<file path="src/rtl/core/irfe_pkg.sv">
// ----------------------------------------------------------------------------
// irfe_pkg
// shared types, constants and tables of the ir remote frame encoder
// ----------------------------------------------------------------------------
package irfe_pkg;

  // field widths
  localparam int FREQ_W  = 17;
  localparam int DUR_W   = 14;
  localparam int RECIP_W = 27;
  localparam int PROD_W  = FREQ_W + RECIP_W;
  localparam int IN_W    = 24;
  localparam int OUT_W   = 32;
  localparam int CFG_A_W = 1;

  // register indexes
  localparam logic [CFG_A_W-1:0] CFG_CARRIER_FREQ = 1'b0;
  localparam logic [CFG_A_W-1:0] CFG_PROTOCOL     = 1'b1;

  localparam logic [FREQ_W-1:0] CARRIER_FREQ_RST = 17'd36000;

  typedef enum logic [1:0] {
    PROTO_RC5  = 2'd0,
    PROTO_NEC  = 2'd1,
    PROTO_SAM  = 2'd2,
    PROTO_NONE = 2'd3
  } proto_t;

  // rc5 level slots: one mark slot for the start bit, then two per coded bit
  localparam int RC5_SLOTS = 27;
  localparam logic [4:0] RC5_LAST_SLOT = 5'd26;
  localparam logic [7:0] RC5_TOGGLE_PRESS = 8'd2;

  // pulse-distance frames: header pair, 32 data pairs, stop pair
  localparam logic [5:0] PD_LAST_PAIR = 6'd33;

  // durations are carrier_freq * scale / 1e6, scale in microseconds
  localparam int DUR_COUNT = 7;
  localparam logic [2:0] DUR_HALF     = 3'd0;
  localparam logic [2:0] DUR_RC5_GAP  = 3'd1;
  localparam logic [2:0] DUR_NEC_HDR  = 3'd2;
  localparam logic [2:0] DUR_PAUSE    = 3'd3;
  localparam logic [2:0] DUR_SHORT    = 3'd4;
  localparam logic [2:0] DUR_LONG     = 3'd5;
  localparam logic [2:0] DUR_PD_GAP   = 3'd6;

  localparam longint unsigned US_PER_S = 64'd1000000;

  // freq * ceil(scale * 2^sh / 1e6) >> sh gives the truncated quotient exactly
  // for every 17-bit freq; each shift is the smallest that keeps the rounding
  // error below the spacing of the quotient's fractional part
  localparam logic [5:0] SH_HALF    = 6'd37;
  localparam logic [5:0] SH_RC5_GAP = 6'd27;
  localparam logic [5:0] SH_NEC_HDR = 6'd27;
  localparam logic [5:0] SH_PAUSE   = 6'd28;
  localparam logic [5:0] SH_SHORT   = 6'd31;
  localparam logic [5:0] SH_LONG    = 6'd31;
  localparam logic [5:0] SH_PD_GAP  = 6'd24;

  localparam logic [RECIP_W-1:0] RECIP_HALF =
    RECIP_W'(((64'd889 << SH_HALF) + US_PER_S - 64'd1) / US_PER_S);
  localparam logic [RECIP_W-1:0] RECIP_RC5_GAP =
    RECIP_W'(((64'd89000 << SH_RC5_GAP) + US_PER_S - 64'd1) / US_PER_S);
  localparam logic [RECIP_W-1:0] RECIP_NEC_HDR =
    RECIP_W'(((64'd9000 << SH_NEC_HDR) + US_PER_S - 64'd1) / US_PER_S);
  localparam logic [RECIP_W-1:0] RECIP_PAUSE =
    RECIP_W'(((64'd4500 << SH_PAUSE) + US_PER_S - 64'd1) / US_PER_S);
  localparam logic [RECIP_W-1:0] RECIP_SHORT =
    RECIP_W'(((64'd560 << SH_SHORT) + US_PER_S - 64'd1) / US_PER_S);
  localparam logic [RECIP_W-1:0] RECIP_LONG =
    RECIP_W'(((64'd1680 << SH_LONG) + US_PER_S - 64'd1) / US_PER_S);
  localparam logic [RECIP_W-1:0] RECIP_PD_GAP =
    RECIP_W'(((64'd110000 << SH_PD_GAP) + US_PER_S - 64'd1) / US_PER_S);

  function automatic logic [RECIP_W-1:0] dur_recip(input logic [2:0] idx);
    logic [RECIP_W-1:0] r;
    case (idx)
      DUR_HALF:    r = RECIP_HALF;
      DUR_RC5_GAP: r = RECIP_RC5_GAP;
      DUR_NEC_HDR: r = RECIP_NEC_HDR;
      DUR_PAUSE:   r = RECIP_PAUSE;
      DUR_SHORT:   r = RECIP_SHORT;
      DUR_LONG:    r = RECIP_LONG;
      DUR_PD_GAP:  r = RECIP_PD_GAP;
      default:     r = '0;
    endcase
    return r;
  endfunction

  function automatic logic [5:0] dur_shift(input logic [2:0] idx);
    logic [5:0] sh;
    case (idx)
      DUR_HALF:    sh = SH_HALF;
      DUR_RC5_GAP: sh = SH_RC5_GAP;
      DUR_NEC_HDR: sh = SH_NEC_HDR;
      DUR_PAUSE:   sh = SH_PAUSE;
      DUR_SHORT:   sh = SH_SHORT;
      DUR_LONG:    sh = SH_LONG;
      DUR_PD_GAP:  sh = SH_PD_GAP;
      default:     sh = '0;
    endcase
    return sh;
  endfunction

  typedef struct packed {
    logic [DUR_W-1:0] half;
    logic [DUR_W-1:0] rc5_gap;
    logic [DUR_W-1:0] nec_hdr;
    logic [DUR_W-1:0] pause;
    logic [DUR_W-1:0] short_d;
    logic [DUR_W-1:0] long_d;
    logic [DUR_W-1:0] pd_gap;
  } dur_t;

  // one queued frame
  typedef struct packed {
    proto_t                 proto;
    logic [RC5_SLOTS-1:0]   lvl;
    logic [31:0]            bits;
  } desc_t;

  typedef enum logic [1:0] {
    DS_IDLE  = 2'd0,
    DS_MUL   = 2'd1,
    DS_SHIFT = 2'd2
  } dur_state_t;

  typedef enum logic [1:0] {
    BK_IDLE = 2'd0,
    BK_RC5  = 2'd1,
    BK_PD   = 2'd2
  } back_state_t;

  localparam int Q_DEPTH = 2;
  localparam int Q_PTR_W = 1;

endpackage

</file>
<file path="src/rtl/core/irfe_dur.sv">
// ----------------------------------------------------------------------------
// irfe_dur
// works out the carrier-cycle durations, one multiply and one shift each
// ----------------------------------------------------------------------------
module irfe_dur (
  input  logic                        clk,
  input  logic                        rst_n,
  input  logic                        restart,
  input  logic [irfe_pkg::FREQ_W-1:0] freq,
  output logic                        ready,
  output irfe_pkg::dur_t              dur
);
  import irfe_pkg::*;

  dur_state_t        state_r, state_nxt;
  logic [2:0]        idx_r, idx_nxt;
  logic [PROD_W-1:0] prod_r, prod_nxt;
  logic [DUR_W-1:0]  dur_r [DUR_COUNT];
  logic              wr_en;
  logic [PROD_W-1:0] quot;

  always_ff @(posedge clk) begin
    if (!rst_n) begin
      state_r <= DS_MUL;
      idx_r   <= '0;
    end else begin
      state_r <= state_nxt;
      idx_r   <= idx_nxt;
    end
  end

  always_ff @(posedge clk) begin
    prod_r <= prod_nxt;
    if (wr_en) begin
      dur_r[idx_r] <= quot[DUR_W-1:0];
    end
  end

  always_comb begin
    state_nxt = state_r;
    idx_nxt   = idx_r;
    prod_nxt  = prod_r;
    wr_en     = 1'b0;
    quot      = prod_r >> dur_shift(idx_r);
    case (state_r)
      DS_IDLE: ;
      DS_MUL: begin
        // 17 by 27 bit product with the rounded-up reciprocal of 1e6
        prod_nxt  = PROD_W'(freq) * PROD_W'(dur_recip(idx_r));
        state_nxt = DS_SHIFT;
      end
      DS_SHIFT: begin
        wr_en = 1'b1;
        if (idx_r == 3'(DUR_COUNT - 1)) begin
          state_nxt = DS_IDLE;
        end else begin
          idx_nxt   = idx_r + 3'd1;
          state_nxt = DS_MUL;
        end
      end
      default: state_nxt = DS_IDLE;
    endcase
    if (restart) begin
      state_nxt = DS_MUL;
      idx_nxt   = '0;
    end
  end

  assign ready       = (state_r == DS_IDLE);
  assign dur.half    = dur_r[DUR_HALF];
  assign dur.rc5_gap = dur_r[DUR_RC5_GAP];
  assign dur.nec_hdr = dur_r[DUR_NEC_HDR];
  assign dur.pause   = dur_r[DUR_PAUSE];
  assign dur.short_d = dur_r[DUR_SHORT];
  assign dur.long_d  = dur_r[DUR_LONG];
  assign dur.pd_gap  = dur_r[DUR_PD_GAP];

endmodule

</file>
<file path="src/rtl/core/irfe_front.sv">
// ----------------------------------------------------------------------------
// irfe_front
// accepts input transfers and turns each into a frame descriptor
// ----------------------------------------------------------------------------
module irfe_front (
  input  logic                      in_tvalid,
  output logic                      in_tready,
  input  logic [irfe_pkg::IN_W-1:0] in_tdata,
  input  irfe_pkg::proto_t          proto,
  input  logic                      dur_ready,
  input  logic                      q_full,
  output logic                      q_push,
  output irfe_pkg::desc_t           q_desc
);
  import irfe_pkg::*;

  logic [7:0]  addr;
  logic [7:0]  cmd;
  logic [7:0]  press;
  logic [12:0] word;

  assign addr  = in_tdata[7:0];
  assign cmd   = in_tdata[15:8];
  assign press = in_tdata[23:16];

  assign in_tready = dur_ready && !q_full;
  // an unused protocol code gives no frame at all
  assign q_push    = in_tvalid && in_tready && (proto != PROTO_NONE);

  always_comb begin
    word = {1'b1, press == RC5_TOGGLE_PRESS, addr[4:0], cmd[5:0]};
    q_desc.proto  = proto;
    q_desc.bits   = {~cmd, cmd, ~addr, addr};
    // level slots, mark = 1: a one is space then mark
    q_desc.lvl[0] = 1'b1;
    for (int k = 0; k < 13; k++) begin
      q_desc.lvl[1 + 2*k] = ~word[12 - k];
      q_desc.lvl[2 + 2*k] = word[12 - k];
    end
  end

endmodule

</file>
<file path="src/rtl/core/irfe_queue.sv">
// ----------------------------------------------------------------------------
// irfe_queue
// two-entry descriptor queue between front and back
// ----------------------------------------------------------------------------
module irfe_queue (
  input  logic            clk,
  input  logic            rst_n,
  input  logic            push,
  input  irfe_pkg::desc_t wr_desc,
  output logic            full,
  input  logic            pop,
  output logic            valid,
  output irfe_pkg::desc_t rd_desc
);
  import irfe_pkg::*;

  desc_t              mem_r [Q_DEPTH];
  logic [Q_PTR_W-1:0] wr_ptr_r;
  logic [Q_PTR_W-1:0] rd_ptr_r;
  logic [Q_PTR_W:0]   cnt_r;

  always_ff @(posedge clk) begin
    if (!rst_n) begin
      wr_ptr_r <= '0;
      rd_ptr_r <= '0;
      cnt_r    <= '0;
    end else begin
      if (push) begin
        wr_ptr_r <= wr_ptr_r + 1'b1;
      end
      if (pop) begin
        rd_ptr_r <= rd_ptr_r + 1'b1;
      end
      cnt_r <= cnt_r + (Q_PTR_W+1)'(push) - (Q_PTR_W+1)'(pop);
    end
  end

  always_ff @(posedge clk) begin
    if (push) begin
      mem_r[wr_ptr_r] <= wr_desc;
    end
  end

  assign full    = (cnt_r == (Q_PTR_W+1)'(Q_DEPTH));
  assign valid   = (cnt_r != '0);
  assign rd_desc = mem_r[rd_ptr_r];

endmodule

</file>
<file path="src/rtl/core/irfe_back.sv">
// ----------------------------------------------------------------------------
// irfe_back
// plays a frame descriptor out as mark/space pairs, one a cycle unless out_tready holds the output
// ----------------------------------------------------------------------------
module irfe_back (
  input  logic                        clk,
  input  logic                        rst_n,
  input  logic                        q_valid,
  input  irfe_pkg::desc_t             q_desc,
  output logic                        q_pop,
  input  irfe_pkg::dur_t              dur,
  output logic                        out_tvalid,
  input  logic                        out_tready,
  output logic [irfe_pkg::DUR_W-1:0]  mark,
  output logic [irfe_pkg::DUR_W-1:0]  space,
  output logic                        last
);
  import irfe_pkg::*;

  back_state_t          state_r, state_nxt;
  logic [RC5_SLOTS-1:0] lvl_r, lvl_nxt;
  logic [31:0]          bits_r, bits_nxt;
  logic                 nec_r, nec_nxt;
  logic [4:0]           pos_r, pos_nxt;
  logic [5:0]           cnt_r, cnt_nxt;
  logic                 ovld_r, ovld_nxt;
  logic [DUR_W-1:0]     mark_r, mark_nxt;
  logic [DUR_W-1:0]     space_r, space_nxt;
  logic                 last_r, last_nxt;

  logic                 out_free;
  logic [31:0]          lvl_ext;
  logic [DUR_W-1:0]     half2;
  logic [4:0]           pos_p1, s, s_p1, np;
  logic                 m2, s_end, s2, np_end;
  logic [DUR_W-1:0]     rc5_mark, rc5_space;
  logic [DUR_W-1:0]     pd_mark, pd_space;
  logic                 pd_last;

  always_ff @(posedge clk) begin
    if (!rst_n) begin
      state_r <= BK_IDLE;
      ovld_r  <= 1'b0;
    end else begin
      state_r <= state_nxt;
      ovld_r  <= ovld_nxt;
    end
  end

  always_ff @(posedge clk) begin
    lvl_r   <= lvl_nxt;
    bits_r  <= bits_nxt;
    nec_r   <= nec_nxt;
    pos_r   <= pos_nxt;
    cnt_r   <= cnt_nxt;
    mark_r  <= mark_nxt;
    space_r <= space_nxt;
    last_r  <= last_nxt;
  end

  // rc5: runs of equal levels merge, at most two half-bits long
  always_comb begin
    lvl_ext = {5'b0, lvl_r};
    half2   = dur.half + dur.half;
    pos_p1  = pos_r + 5'd1;
    m2      = (pos_r < RC5_LAST_SLOT) && lvl_ext[pos_p1];
    s       = pos_p1 + 5'(m2);
    s_end   = (s > RC5_LAST_SLOT);
    s_p1    = s + 5'd1;
    s2      = (s < RC5_LAST_SLOT) && !lvl_ext[s_p1];
    np      = s_p1 + 5'(s2);
    np_end  = (np > RC5_LAST_SLOT);
    rc5_mark = m2 ? half2 : dur.half;
    if (s_end) begin
      rc5_space = dur.rc5_gap;
    end else begin
      rc5_space = (s2 ? half2 : dur.half) + (np_end ? dur.rc5_gap : '0);
    end
  end

  always_comb begin
    pd_last = (cnt_r == PD_LAST_PAIR);
    if (cnt_r == '0) begin
      pd_mark  = nec_r ? dur.nec_hdr : dur.pause;
      pd_space = dur.pause;
    end else if (pd_last) begin
      pd_mark  = dur.short_d;
      pd_space = dur.pd_gap;
    end else begin
      pd_mark  = dur.short_d;
      pd_space = bits_r[0] ? dur.long_d : dur.short_d;
    end
  end

  always_comb begin
    state_nxt = state_r;
    lvl_nxt   = lvl_r;
    bits_nxt  = bits_r;
    nec_nxt   = nec_r;
    pos_nxt   = pos_r;
    cnt_nxt   = cnt_r;
    mark_nxt  = mark_r;
    space_nxt = space_r;
    last_nxt  = last_r;
    q_pop     = 1'b0;
    out_free  = !ovld_r || out_tready;
    ovld_nxt  = ovld_r && !out_tready;
    case (state_r)
      BK_IDLE: begin
        if (q_valid) begin
          q_pop    = 1'b1;
          lvl_nxt  = q_desc.lvl;
          bits_nxt = q_desc.bits;
          nec_nxt  = (q_desc.proto == PROTO_NEC);
          pos_nxt  = '0;
          cnt_nxt  = '0;
          state_nxt = (q_desc.proto == PROTO_RC5) ? BK_RC5 : BK_PD;
        end
      end
      BK_RC5: begin
        if (out_free) begin
          ovld_nxt  = 1'b1;
          mark_nxt  = rc5_mark;
          space_nxt = rc5_space;
          last_nxt  = s_end || np_end;
          pos_nxt   = np;
          if (s_end || np_end) begin
            state_nxt = BK_IDLE;
          end
        end
      end
      BK_PD: begin
        if (out_free) begin
          ovld_nxt  = 1'b1;
          mark_nxt  = pd_mark;
          space_nxt = pd_space;
          last_nxt  = pd_last;
          cnt_nxt   = cnt_r + 6'd1;
          if (cnt_r != '0) begin
            bits_nxt = {1'b0, bits_r[31:1]};
          end
          if (pd_last) begin
            state_nxt = BK_IDLE;
          end
        end
      end
      default: state_nxt = BK_IDLE;
    endcase
  end

  assign out_tvalid = ovld_r;
  assign mark       = mark_r;
  assign space      = space_r;
  assign last       = last_r;

endmodule

</file>
<file path="src/rtl/core/ir_remote_frame_encoder.sv">
// ----------------------------------------------------------------------------
// ir_remote_frame_encoder
// rc5 / nec / samsung infrared transmit encoder giving mark/space pairs
// ----------------------------------------------------------------------------
// the first pair of a frame goes through the queue, the sequencer state and the output register
// throughput: one pair a cycle unless out_tready holds the output; each frame
//   (rc5 8 to 14 pairs, nec/samsung 34 pairs) also passes the sequencer's idle state
// reset and each carrier_freq write start a duration calculation
//   (7 durations, one multiply plus one shift each); in_tready is low
//   meanwhile. registers reset to carrier_freq 36000 and protocol rc5
// ----------------------------------------------------------------------------
module ir_remote_frame_encoder (
  input  logic                          clk,
  input  logic                          rst_n,
  // input channel
  input  logic                          in_tvalid,
  output logic                          in_tready,
  input  logic [irfe_pkg::IN_W-1:0]     in_tdata,   // addr, cmd, press_number
  // result channel
  output logic                          out_tvalid,
  input  logic                          out_tready,
  output logic [irfe_pkg::OUT_W-1:0]    out_tdata,  // mark_cycles, space_cycles, zero pad
  output logic                          out_tlast,
  // configuration writes
  input  logic                          cfg_we,
  input  logic [irfe_pkg::CFG_A_W-1:0]  cfg_addr,
  input  logic [irfe_pkg::FREQ_W-1:0]   cfg_wdata
);
  import irfe_pkg::*;

  logic [FREQ_W-1:0] carrier_freq_r;
  proto_t            protocol_r;
  logic              freq_wr;
  logic              dur_ready;
  dur_t              dur;
  logic              q_full, q_push, q_pop, q_valid;
  desc_t             q_wr_desc, q_rd_desc;
  logic [DUR_W-1:0]  mark, space;

  assign freq_wr = cfg_we && (cfg_addr == CFG_CARRIER_FREQ);

  // configuration registers
  always_ff @(posedge clk) begin
    if (!rst_n) begin
      carrier_freq_r <= CARRIER_FREQ_RST;
      protocol_r     <= PROTO_RC5;
    end else if (cfg_we) begin
      case (cfg_addr)
        CFG_CARRIER_FREQ: carrier_freq_r <= cfg_wdata;
        CFG_PROTOCOL:     protocol_r     <= proto_t'(cfg_wdata[1:0]);
        default: ;
      endcase
    end
  end

  // durations in carrier cycles, recalculated on each frequency change
  irfe_dur u_dur (
    .clk     (clk),
    .rst_n   (rst_n),
    .restart (freq_wr),
    .freq    (carrier_freq_r),
    .ready   (dur_ready),
    .dur     (dur)
  );

  // front: takes the transfer and builds the frame descriptor
  irfe_front u_front (
    .in_tvalid (in_tvalid),
    .in_tready (in_tready),
    .in_tdata  (in_tdata),
    .proto     (protocol_r),
    .dur_ready (dur_ready),
    .q_full    (q_full),
    .q_push    (q_push),
    .q_desc    (q_wr_desc)
  );

  // decouples acceptance from playout
  irfe_queue u_queue (
    .clk     (clk),
    .rst_n   (rst_n),
    .push    (q_push),
    .wr_desc (q_wr_desc),
    .full    (q_full),
    .pop     (q_pop),
    .valid   (q_valid),
    .rd_desc (q_rd_desc)
  );

  // back: sequences the pairs into the output register
  irfe_back u_back (
    .clk        (clk),
    .rst_n      (rst_n),
    .q_valid    (q_valid),
    .q_desc     (q_rd_desc),
    .q_pop      (q_pop),
    .dur        (dur),
    .out_tvalid (out_tvalid),
    .out_tready (out_tready),
    .mark       (mark),
    .space      (space),
    .last       (out_tlast)
  );

  assign out_tdata = {(OUT_W - 2*DUR_W)'(0), space, mark};

endmodule
</file>
<file path="config.mk">
export PLATFORM = sky130hd
export DESIGN_NAME = ir_remote_frame_encoder
export DESIGN_NICKNAME = d
export VERILOG_FILES = /design/src/rtl/core/irfe_pkg.sv /design/src/rtl/core/irfe_dur.sv /design/src/rtl/core/irfe_front.sv /design/src/rtl/core/irfe_queue.sv /design/src/rtl/core/irfe_back.sv /design/src/rtl/core/ir_remote_frame_encoder.sv
export SDC_FILE = /design/constraint.sdc
export NUM_CORES = 2
export LEC_CHECK = 0
export BUFFER_PORTS_ARGS = -buffer_cell sky130_fd_sc_hd__buf_2
export CORE_ASPECT_RATIO = 0.6
export CORE_MARGIN = 2
export CORE_UTILIZATION = 45
export CTS_CLUSTER_DIAMETER = 60
export CTS_CLUSTER_SIZE = 10
export DETAILED_ROUTE_END_ITERATION = 7
export GPL_TIMING_DRIVEN = 0
export PLACE_DENSITY = 0.72
export RECOVER_POWER = 100
export SLEW_MARGIN = 0
export SYNTH_ARGS = -nofsm -noshare
export SYNTH_HDL_FRONTEND = slang
export SYNTH_SLANG_ARGS = --single-unit
</file>
<file path="constraint.sdc">
create_clock -name clk -period 16.85 [get_ports clk]
set_input_delay 0.8425 -clock clk [delete_from_list [all_inputs] [get_ports clk]]
set_output_delay 0.8425 -clock clk [all_outputs]
set_load 0.01 [all_outputs]
</file>
# Yosys cells after proc, flatten, opt, wreduce, memory -nomap -nowiden
# Memory sizes are Yosys's and may differ from the RTL's. A register that Yosys moved wholly into a read port is not among the register bits.
# Index checks and enable logic that the tools add are counted.
# classes
n_mul	1
n_shift	1
muxes	55
add_sub_neg	12
reduce_logical	37
magnitude_cmp	6
eq_ne	21
bitwise	17
# ops
cell	count
$mux W14	13
$pmux W27 S6	1
$mux W32	3
$pmux W32 S2	1
$pmux W14 S2	2
$mul A17 B27 Y44	1
$shr A44 B6 Y14	1
$pmux W6 S5	1
$add A14 B14 Y14	2
$mux W27	1
$mux W1	16
$not A8 Y8	2
$not A1 Y1	15
$lt A5 B6 Y1 const B	2
$mux W2	6
$mux W6	2
$pmux W2 S3	2
$pmux W6 S2	1
$add A5 B1 Y5	2
$add A5 B1 Y5 const B	2
$bmux W1 S5	2
$gt A5 B5 Y1 const B	2
$lt A5 B5 Y1 const B	2
$mux W5	2
other kinds (29)	66
# totals
ff_bits	175
word_cells	170
ram_bits	214
inputBits	47
memories	2
# memory_table
memory	words	word_bits	read_ports	rd_ports_with_merged_regs	write_ports	line_no	rtl
u_queue.mem_r	2	58	1	1	1	irfe_queue.sv:17	desc_t mem_r [Q_DEPTH];
u_dur.dur_r	7	14	7	0	1	irfe_dur.sv:18	logic [DUR_W-1:0] dur_r [DUR_COUNT];

# Depth between registers and ports, before layout
# depth
ltp_word	17
depth_mapped	47
depth_no_buf	41

# By module
# Synthesis repeated with hierarchy kept, for this count alone.
# unflattened
hier_cells	3067
hier_area_um2	33176.8
# by_module_without_submodules
mod	n_inst	cells_per_inst	area_each_um2
irfe_dur	1	2078	20056.7
irfe_back	1	624	6925.4
irfe_queue	1	211	4934.7
ir_remote_frame_encoder	1	86	815.8
irfe_front	1	68	444.2

# Least setup slack after synthesis
# No wires, ideal clock.
# synth_timing
path_type	flip-flop to flip-flop
startpoint	register u_back.pos_r[1]
endpoint	register u_back.space_r[12] (netlist: u_back.space[12]), data pin
stages_incl_launch_ff	46
synth_period_minus_slack_ns	8.742
setup_slack_ns	8.108
arrival_ns	8.585
n_path_buf	6
cell_sequence	edfxtp_1 -> ha_1 -> buf_2 -> xor2_1 -> clkbuf_1 -> a21oi_1 -> a31oi_1 -> a21oi_1 -> nand2_1 -> o21ai_0 -> a21oi_2 -> buf_2 -> ha_1 -> ha_1 -> ha_1 -> clkbuf_1 -> xnor2_1 -> xnor2_1 -> [10 not listed] -> nand2_1 -> a211oi_1 -> mux2i_1 -> o21ai_1 -> and2_1 -> ha_1 -> inv_1 -> fa_1 -> nor2b_1 -> o21ai_0 -> a21oi_1 -> o21ai_0 -> a21boi_0 -> o2111ai_1 -> nand3_1 -> o211ai_1 -> or3_1 -> a32oi_1
# synth_via
elab_chain_len	17
# synth_rtl
element	line_no	rtl
from (decl)	irfe_back.sv:24	logic [4:0] pos_r, pos_nxt;
from (signal assigned)	irfe_back.sv:54	pos_r <= pos_nxt;
$add A5 B1 Y5	irfe_back.sv:65	pos_p1 = pos_r + 5'd1;
$bmux W1 S5	irfe_back.sv:66	m2 = (pos_r < RC5_LAST_SLOT) && lvl_ext[pos_p1];
$mux W1 (not written as such)	irfe_back.sv:66	
$logic_and A1 B1 Y1	irfe_back.sv:66	
$add A5 B1 Y5 *	irfe_back.sv:67	s = pos_p1 + 5'(m2);
$add A5 B1 Y5	irfe_back.sv:69	s_p1 = s + 5'd1;
$bmux W1 S5	irfe_back.sv:70	s2 = (s < RC5_LAST_SLOT) && !lvl_ext[s_p1];
$mux W1 (not written as such)	irfe_back.sv:70	
[2 not listed]	-	
$add A5 B1 Y5	irfe_back.sv:71	np = s_p1 + 5'(s2);
$gt A5 B5 Y1	irfe_back.sv:72	np_end = (np > RC5_LAST_SLOT);
$mux W14	irfe_back.sv:77	rc5_space = (s2 ? half2 : dur.half) + (np_end ? dur.rc5_gap : '0);
$add A14 B14 Y14	irfe_back.sv:77	
$mux W14 *	irfe_back.sv:74	if (s_end) begin
$mux W14 *	irfe_back.sv:121	if (out_free) begin
$pmux W14 S2 *	irfe_back.sv:108	case (state_r)
named net u_back.space_nxt[12]	irfe_back.sv:28	logic [DUR_W-1:0] space_r, space_nxt;
to (signal assigned)	irfe_back.sv:57	space_r <= space_nxt;
to (decl)	irfe_back.sv:28	
# Mark *: on every way through the listed nets, which the timed path passes. The rest lies on a longest branch. The select of a mux whose other input is x is not followed.
# A chain may end at the register's enable or synchronous reset.

# Final worst setup path
# layout_timing
startpoint	register u_back.pos_r[1]
endpoint	register u_back.space_r[13] (netlist: u_back.space[13]), data pin
# Same word-level chain as after synthesis.

==> qor.txt <==
status = finished, violations left
violated checks = max-capacitance violations, max-slew violations
Max-Slew Margin vs Limit = -0.745
die area = 69,100 µm²
worst hold-check path type = reg -> reg
register area share after synthesis = 0.328
Top FF cell, synth = edfxtp_1
global-route wire length before repair = 133 mm
die outline height = 204 µm
Startpoint Class = register
# rows = 73
worst skew pair latency = 0.56 ns
DR vias/cell = 5.52
min cycle time layout = 13.90 ns
Max Slew Vio Count = 143
final setup TNS = 0 ns
synthesized area per cell = 10.3 µm²
layout cells sized above 1 = 0.0458
DIE WIDTH = 338 µm
EDFF count, synth = 308
H-Tree Depth = 2
DP HPWL = 70.6 mm
fin crit share = 0.825
PostCTS Resize Cnt = 0
Yosys top cell area share = 0.307
commonest non-fill, non-tap cells in the layout = 507 x inv_1, 359 x fa_1, 354 x nand2_1
post-synth top area cell = edfxtp_1
Critical Path End Type = register
RSZ-0062 raised after global routing = false
1st-pass router iterations = 6
Critical Path AT = 14.28 ns
Clock Sinks = 340
CTS hold repair buffers = 0
clock slew at reported path FFs = 0.06 ns
commonest non-fill, non-tap cell in the layout = inv_1
Core Area = 66,200 µm²
required arrival time at the worst endpoint = 17.23 ns
initial core utilization = 0.455
grt total ovfl = 0
vias in the first global route = 21,800
via count = 22,000
CP max stage delay = 1.23 ns
I/O pins = 82
CTS Buf Count = 40
largest cells by area after synthesis = edfxtp_1 31%, fa_1 24%, ha_1 7.1%
area delta synth->final = 8.80%
library cells used by synthesis = 76
initial DRC count = 2,450
Hold Vio Cnt, Final = 0
Tot GR Track Use = 0.260
Post-Syn Area = 30,100 µm²
initial antenna violation count = 2
Setup Fix Bufs, Post-CTS = 0
Crit Path Max Fanout = 10
FF-to-FF setup slack = 2.95 ns
Yosys reg bits = 340
largest net degree at the start of global routing = 37
DRC viols = 0
ys async rst share = 0
WL/cell = 21.9 µm
RePlAce Congestion = 1.03
final net count = 3,627
CTS max path bufs = 3
Setup Skew = 0.0179 ns
count of input and output buffers = 77
most used cell, CP = clkbuf_1
total wire length = 87.4 mm
CTS Root Buffer Type = clkbuf_16
Max Clk Rate = 71.9 MHz
Ys Warns = 0
Setup CP Type = reg -> reg
slowest CP cell = a21oi_1
# setup viols final = 0
post-route ant nets = 0
CTS tree = done
Max Cap Viol = 7
Tightest Pin Transition = 2.62 ns
Post-Synthesis Cells = 2,916
## worst max-delay path: cells and delay by family (launching register included)
kind / cells / cell delay, ns
and+or+nand+nor: 10 / 1.16
muxes: 3 / 0.64
AOI/OAI and AO/OA: 16 / 4.78
adders and majority gates: 7 / 2.20
buffers and inverters: 9 / 4.12
DFF: 1 / 0.45
xor gates and xnor gates: 1 / 0.31
## cells in the mapped netlist (10+ instances only)
| cell | n |
|---|---|
| inv_1 | 507 |
| fa_1 | 359 |
| nand2_1 | 354 |
| edfxtp_1 | 308 |
| ha_1 | 170 |
| and2_1 | 159 |
| clkbuf_1 | 125 |
| a21oi_1 | 115 |
| nor2_1 | 108 |
| o21ai_0 | 82 |
| mux2i_1 | 67 |
| mux2_2 | 46 |
| xnor2_1 | 43 |
| nand3_1 | 39 |
| dfxtp_1 | 32 |
| and3_1 | 27 |
| o211ai_1 | 26 |
| a21o_1 | 25 |
| nor3_1 | 24 |
| nor2b_1 | 22 |
| xor2_1 | 22 |
| a211oi_1 | 21 |
| a31oi_1 | 20 |
| nand2b_1 | 18 |
| a21boi_0 | 17 |
| buf_1 | 12 |
| o21a_1 | 12 |
| o21bai_1 | 11 |
| nand4_1 | 10 |
## registers in the layout, summed over array words and instances, names as in the netlist, 3 cells and up, named ones only
| register | count |
|---|---|
| carrier_freq_r | 17 |
| u_back.space | 14 |
| u_back.cnt_r | 6 |
| u_queue.mem_r | 72 |
| u_back.bits_r | 32 |
| u_dur.idx_r | 3 |
| u_dur.prod_r | 41 |
| u_back.pos_r | 5 |
| u_back.lvl_r | 24 |
| u_back.mark | 14 |
| u_dur.dur_r | 98 |
## layout make-up
type                    instances  area (µm²)
repair buffers                 90         372
clock inverters                 3        32.5
fillers                      6090       33400
inverters                     510        1910
multi-input cells            1918       17700
well taps                     900        1130
clock buffers                  69        1130
plain buffers                 151         602
diodes                          1        2.50
flip-flops and latches        340        9890
## metrics by stage
step	setup WS [ns]	utilization	instance area (µm²)	hold slack, ns	instances
after global routing	2.18	0.495	32800	0.502	3981
after global placement	5.52	0.478	31600	0.466	3896
after floorplan	8.11	-	30100	0.447	2919
after CTS	5.34	0.499	33000	0.460	3981
after detailed placement	5.50	0.481	31900	0.476	3909
final	2.95	0.495	32800	0.484	3982
## metal layers
| layer | global-route usage | share of wire | routed length (µm) | vias up |
|---|---|---|---|---|
| met1 | 0.396 | 0.45 | 39600 | 10800 |
| met4 | 0.0481 | 0.018 | 1580 | 2 |
| met5 | 0 | 0.00015 | 13 | - |
| li1 | - | - | - | 9761 |
| met2 | 0.328 | 0.37 | 32100 | 1264 |
| met3 | 0.128 | 0.16 | 14100 | 95 |
## cells by family (layout without fill, tap and decap cells)
family	after synthesis	after routing	share of synthesized area
and+or+nand+nor	801	801	0.126
buffers and inverters	661	823	0.0842
adders and majority gates	529	529	0.309
AOI/OAI and AO/OA	385	385	0.0811
DFF	340	340	0.328
muxes	133	133	0.0513
xor gates and xnor gates	66	66	0.0194
other	1	5	0.000124
## final timing paths
kind	startpoint	end	cells after the start
hold reg to reg	carrier_freq_r[0]	carrier_freq_r[0]	2
hold / removal	carrier_freq_r[0]	carrier_freq_r[0]	2
setup reg to reg	u_back.pos_r[1]	u_back.space[13]	46
setup / recovery	u_back.pos_r[1]	u_back.space[13]	46
Power is left out: the tool's default activity adds up to more than one toggle a clock period on the data nets, which glitch-free logic cannot reach.
